==> src/rtl/bmsort_pkg.sv <==
// ----------------------------------------------------------------------------
// bmsort_pkg
// Shared types for the bottom-up merge sorter: the command and status groups
// passed between the controller and the datapath.
// ----------------------------------------------------------------------------
package bmsort_pkg;

  // Width of one element
  localparam int unsigned DataW = 32;

  // Commands from controller to datapath
  typedef struct packed {
    logic load;        // store the input beat, or mark an overflow
    logic pass_init;   // run width 1, first run pair, source is store A
    logic seg_init;    // set up pointers for the current run pair
    logic merge_step;  // write one merged element to the other store
    logic seg_next;    // move on to the next run pair
    logic pass_next;   // double run width, swap stores
    logic emit_init;   // read pointer back to zero
    logic emit_load;   // load the output register from the store
    logic clear;       // drop count and overflow flag
  } cmd_t;

  // Status from datapath to controller
  typedef struct packed {
    logic sort_done;   // run width covers the whole set
    logic seg_none;    // no run pair left in this pass
    logic seg_end;     // final element of the run pair being written
    logic emit_last;   // element being emitted is the final one
    logic out_free;    // output register can take a beat this cycle
  } status_t;

endpackage

==> src/rtl/bmsort_ctrl.sv <==
// ----------------------------------------------------------------------------
// bmsort_ctrl
// Controller of the merge sorter: loading, merge passes and emission,
// sequenced by a one-hot state machine.
// ----------------------------------------------------------------------------
module bmsort_ctrl (
  input  logic                clk_i,
  input  logic                rst_ni,
  input  logic                s_valid_i,
  input  logic                s_last_i,
  output logic                s_ready_o,
  input  bmsort_pkg::status_t status_i,
  output bmsort_pkg::cmd_t    cmd_o
);

  typedef enum logic [5:0] {
    ST_LOAD = 6'b000001,  // taking input beats
    ST_SEG  = 6'b000010,  // pick next run pair or pass
    ST_MRD  = 6'b000100,  // run heads being read
    ST_MWR  = 6'b001000,  // write one merged element
    ST_ERD  = 6'b010000,  // sorted element being read
    ST_EOUT = 6'b100000   // hand element to output register
  } state_e;

  state_e state_q, state_d;

  always_comb begin
    state_d   = state_q;
    cmd_o     = '0;
    s_ready_o = (state_q == ST_LOAD);
    case (state_q)
      ST_LOAD: begin
        if (s_valid_i) begin
          cmd_o.load = 1'b1;
          if (s_last_i) begin
            cmd_o.pass_init = 1'b1;
            state_d         = ST_SEG;
          end
        end
      end
      ST_SEG: begin
        if (status_i.sort_done) begin
          cmd_o.emit_init = 1'b1;
          state_d         = ST_ERD;
        end else if (status_i.seg_none) begin
          cmd_o.pass_next = 1'b1;
        end else begin
          cmd_o.seg_init = 1'b1;
          state_d        = ST_MRD;
        end
      end
      ST_MRD: begin
        state_d = ST_MWR;
      end
      ST_MWR: begin
        cmd_o.merge_step = 1'b1;
        if (status_i.seg_end) begin
          cmd_o.seg_next = 1'b1;
          state_d        = ST_SEG;
        end else begin
          state_d = ST_MRD;
        end
      end
      ST_ERD: begin
        state_d = ST_EOUT;
      end
      ST_EOUT: begin
        if (status_i.out_free) begin
          cmd_o.emit_load = 1'b1;
          if (status_i.emit_last) begin
            cmd_o.clear = 1'b1;
            state_d     = ST_LOAD;
          end else begin
            state_d = ST_ERD;
          end
        end
      end
      default: begin
        state_d = ST_LOAD;
      end
    endcase
  end

  always_ff @(posedge clk_i or negedge rst_ni) begin
    if (!rst_ni) begin
      state_q <= ST_LOAD;
    end else begin
      state_q <= state_d;
    end
  end

endmodule

==> config.mk <==
export PLATFORM = sky130hd
export DESIGN_NAME = bmsort_ctrl
export DESIGN_NICKNAME = d
export VERILOG_FILES = /design/src/rtl/bmsort_pkg.sv /design/src/rtl/bmsort_ctrl.sv
export SDC_FILE = /design/constraint.sdc
export NUM_CORES = 1
export LEC_CHECK = 0
export ABC_AREA = 0
export BUFFER_PORTS_ARGS = -buffer_cell sky130_fd_sc_hd__buf_2
export CELL_PAD_IN_SITES_DETAIL_PLACEMENT = 1
export CELL_PAD_IN_SITES_GLOBAL_PLACEMENT = 1
export CORE_MARGIN = 3
export CORE_UTILIZATION = 29
export CTS_CLUSTER_DIAMETER = 40
export CTS_CLUSTER_SIZE = 30
export DETAILED_ROUTE_END_ITERATION = 6
export GPL_TIMING_DRIVEN = 0
export PLACE_DENSITY_LB_ADDON = 0.1
export SLEW_MARGIN = 20
export SYNTH_ARGS = -nofsm -noshare
export SYNTH_HDL_FRONTEND = slang
export SYNTH_SLANG_ARGS = --single-unit
==> constraint.sdc <==
create_clock -name clk_i -period 1.5 [get_ports clk_i]
set_clock_uncertainty 0.05 [all_clocks]
set_input_delay 0.3 -clock clk_i [delete_from_list [all_inputs] [get_ports clk_i]]
set_output_delay 0.3 -clock clk_i [all_outputs]
set_load 0.02 [all_outputs]
==> flow_metrics.tcl <==
set metrics [dict create \
    crit_type "flip-flop to primary output" \
    post-route-util_pct 74.5 \
    finalNetCount 114 \
    crit_family "simple AND/OR/NAND/NOR gates" \
    reg2reg_from "state_q[2]" \
    drc 0 \
    die_x_um 45.3 \
    final_cell_mix "buf_4 (26), buf_6 (16), buf_2 (8)" \
    design_power_total_mw 1.42 \
    initial_core_util_pct 32.8 \
    cts_sinks 6 \
    yosys.cell_types.count 28 \
    critical_path.max_stage_delay_ns 0.47 \
    rsz0062_at_grt "true" \
    endpoint_kind "primary output" \
    clkTransAtPathRegs_ns 0.05 \
    status "complete, but fails checks" \
    dp_hpwl_um 943 \
    irDropWorstVdd_v 0.000852 \
    track_usage_pct 19.4 \
    grt_pass1_wl_um 2730 \
    netlist_instances 48 \
    start_kind "flip-flop" \
    cts_buffers 3 \
    max_freq_mhz 487 \
    critPathSlowestCell "dfrtp_2" \
    reg_top3 "state_q (6)" \
    setup_ws_ns -0.555 \
    top_register "state_q" \
    antennaDiodeCount 0 \
    period_needed_ns 2.06 \
    met2_length_um 1280 \
    synth_top_area_share_pct 27.9 \
    hold_depth 3 \
    antenna_found_initial 0 \
    wl_met3_um 178 \
    io-pin-count 19 \
    drive_above_1_share_pct 74.0 \
    ys_top_cells_by_area "dfrtp_1 (28%), dfstp_2 (5.9%), nor2_1 (5.9%)" \
    gp_congestion 0.710 \
    synth_top_cell_by_area "dfrtp_1" \
    crit_cells 6 \
    largest_register_ff_count 6 \
    ys_seq_area_share_pct 33.8 \
    cts_tree "done" \
    path_buf_inv 3 \
    clk-insertion-delay-late_ns 0.26 \
    min-delay-start "status_i[1]" \
    path_max_fanout 5 \
    slew_headroom_pct 74.1 \
    p_per_area_mw_per_mm2 1390 \
    num_vias 617 \
    drtIter0Drc 11 \
    postSynthAreaPerCell_um2 9.33 \
    coreArea_mm2 0.00137 \
    syn-num-nets 57 \
    hold_viol 0 \
    ys_warn_count 0 \
    htree_levels 1 \
    syn-cell-area_um2 448 \
    reg2reg_slack_ns -0.48 \
    first_pass_iters 4 \
    mostFrequentLayoutCell "buf_4" \
    p_leak_nw 0.537 \
    clockBufferDepth 2 \
    clock-root-buffer "clkbuf_4" \
    highest_layer "met4" \
    wl_met1_um 911 \
    setup_viol 14 \
    routed_wl_um 2430 \
    die_h_um 45.3 \
    crit_required_ns 1.15 \
    r2r_cells 10 \
    finalCritPeriodShare_pct 137 \
    ys_ff_latch 6 \
    arrival_ns 1.71 \
    drv_slew 0 \
    wl_per_cell_um 20.4 \
    viasPerCell 5.18 \
    port_buffers 18 \
    worstMarginPinSlew_ns 0.383 \
    cap_violations 0 \
    worst_r2r_endpoint "state_q[1]" \
    dieArea_mm2 0.00205 \
    place_ws_ns -0.247 \
    min_to "state_q[0]" \
    grt_pass1_vias 566 \
    row_count 13 \
    grt-ovfl-total 0 \
    grt_max_degree 8 \
    holdCritPathClass "input pin to flip-flop" \
    violations "setup timing" \
    area_delta_synth_final_pct 127 \
    ant_nets 0 \
    path_cells "nor4_4, buf_4, nand3b_4, inv_4, and2_4, buf_6" \
]
[synthesized netlist by cell type]
master and count:
nand2_1 4, nor4_4 1, dfrtp_1 5, nand3b_2 1
and2_2 1, nand4_1 1, or2_1 1, and4b_1 1
a21o_1 2, nor4b_1 2, nor4b_2 1, and4_4 1
a22oi_2 1, inv_1 4, xor2_1 1, o21a_1 1
mux2i_1 1, a211oi_1 1, nor3_2 1, dfstp_2 1
nor2b_1 2, o21ai_0 1, o311ai_2 1, and2_1 1
inv_2 1, a31oi_1 1, and3_1 2, nor2_1 7
[timing repair]
action,CTS,global route
hold buffers,1,0
setup buffers,28,13
endpoints found under the hold margin,5,0
pin swaps,11,4
endpoints found under the setup margin,12,14
gates resized for setup,39,9
[where the power goes]
part | total (mW) | internal [mW] | switching, mW
clock network | 0.176 | 0.102 | 0.0744
logic | 0.972 | 0.561 | 0.411
registers | 0.271 | 0.209 | 0.0621
total | 1.42 | 0.872 | 0.547
[area by class of cell]
cell class	instances	area, µm²
timing repair buffer	52	445
multi-input combinational	37	352
tap	15	18.8
clock buffer	4	26.3
fill	143	348
inverter	5	21.3
sequential	6	155
[through the flow]
step | setup TNS [ns] | hold WS [ns] | instance area (µm²) | cells
global route | -7.78 | 0.286 | 1020 | 119
detailed placement | -1.40 | 0.0843 | 564 | 81
finish | -6.49 | 0.278 | 1020 | 119
CTS | -4.87 | 0.242 | 887 | 107
global placement | -1.28 | 0.0825 | 564 | 81
floorplan | -0.423 | -0.0456 | 455 | 48
[worst max path at each step]
stage	from	end	slack, ns
after floorplan	state_q[5]	cmd_o[2]	-0.09
after global placement	state_q[5]	cmd_o[6]	-0.23
after detailed placement	state_q[4]	cmd_o[0]	-0.25
after CTS	state_q[3]	cmd_o[3]	-0.45
after global routing	state_q[2]	cmd_o[8]	-0.68
final	state_q[2]	cmd_o[8]	-0.56
[routing by layer]
| metal | global-route usage, % | vias to the layer above |
|---|---|---|
| met5 | 0 | - |
| met4 | 5.26 | 0 |
| met3 | 6.37 | 8 |
| met2 | 31.6 | 33 |
| met1 | 24.3 | 293 |
| li1 | - | 283 |
[worst min-delay path: cells and delay by family]
family,cells,cell delay (ns)
buf+inv,1,0.13
compound gates,1,0.08
simple gates,1,0.07
[logic make-up (layout without fill, tap and decap cells)]
logic type	count (synthesis)	count (layout)	synth area share, %
AND/OR/NAND/NOR	27	27	42.2
multiplexers	1	1	2.23
buffers and inverters	5	61	4.19
AO/OA/AOI/OAI	8	8	15.6
flip-flops	6	6	33.8
XOR/XNOR	1	1	1.96
(Power assumes the default switching activity.)
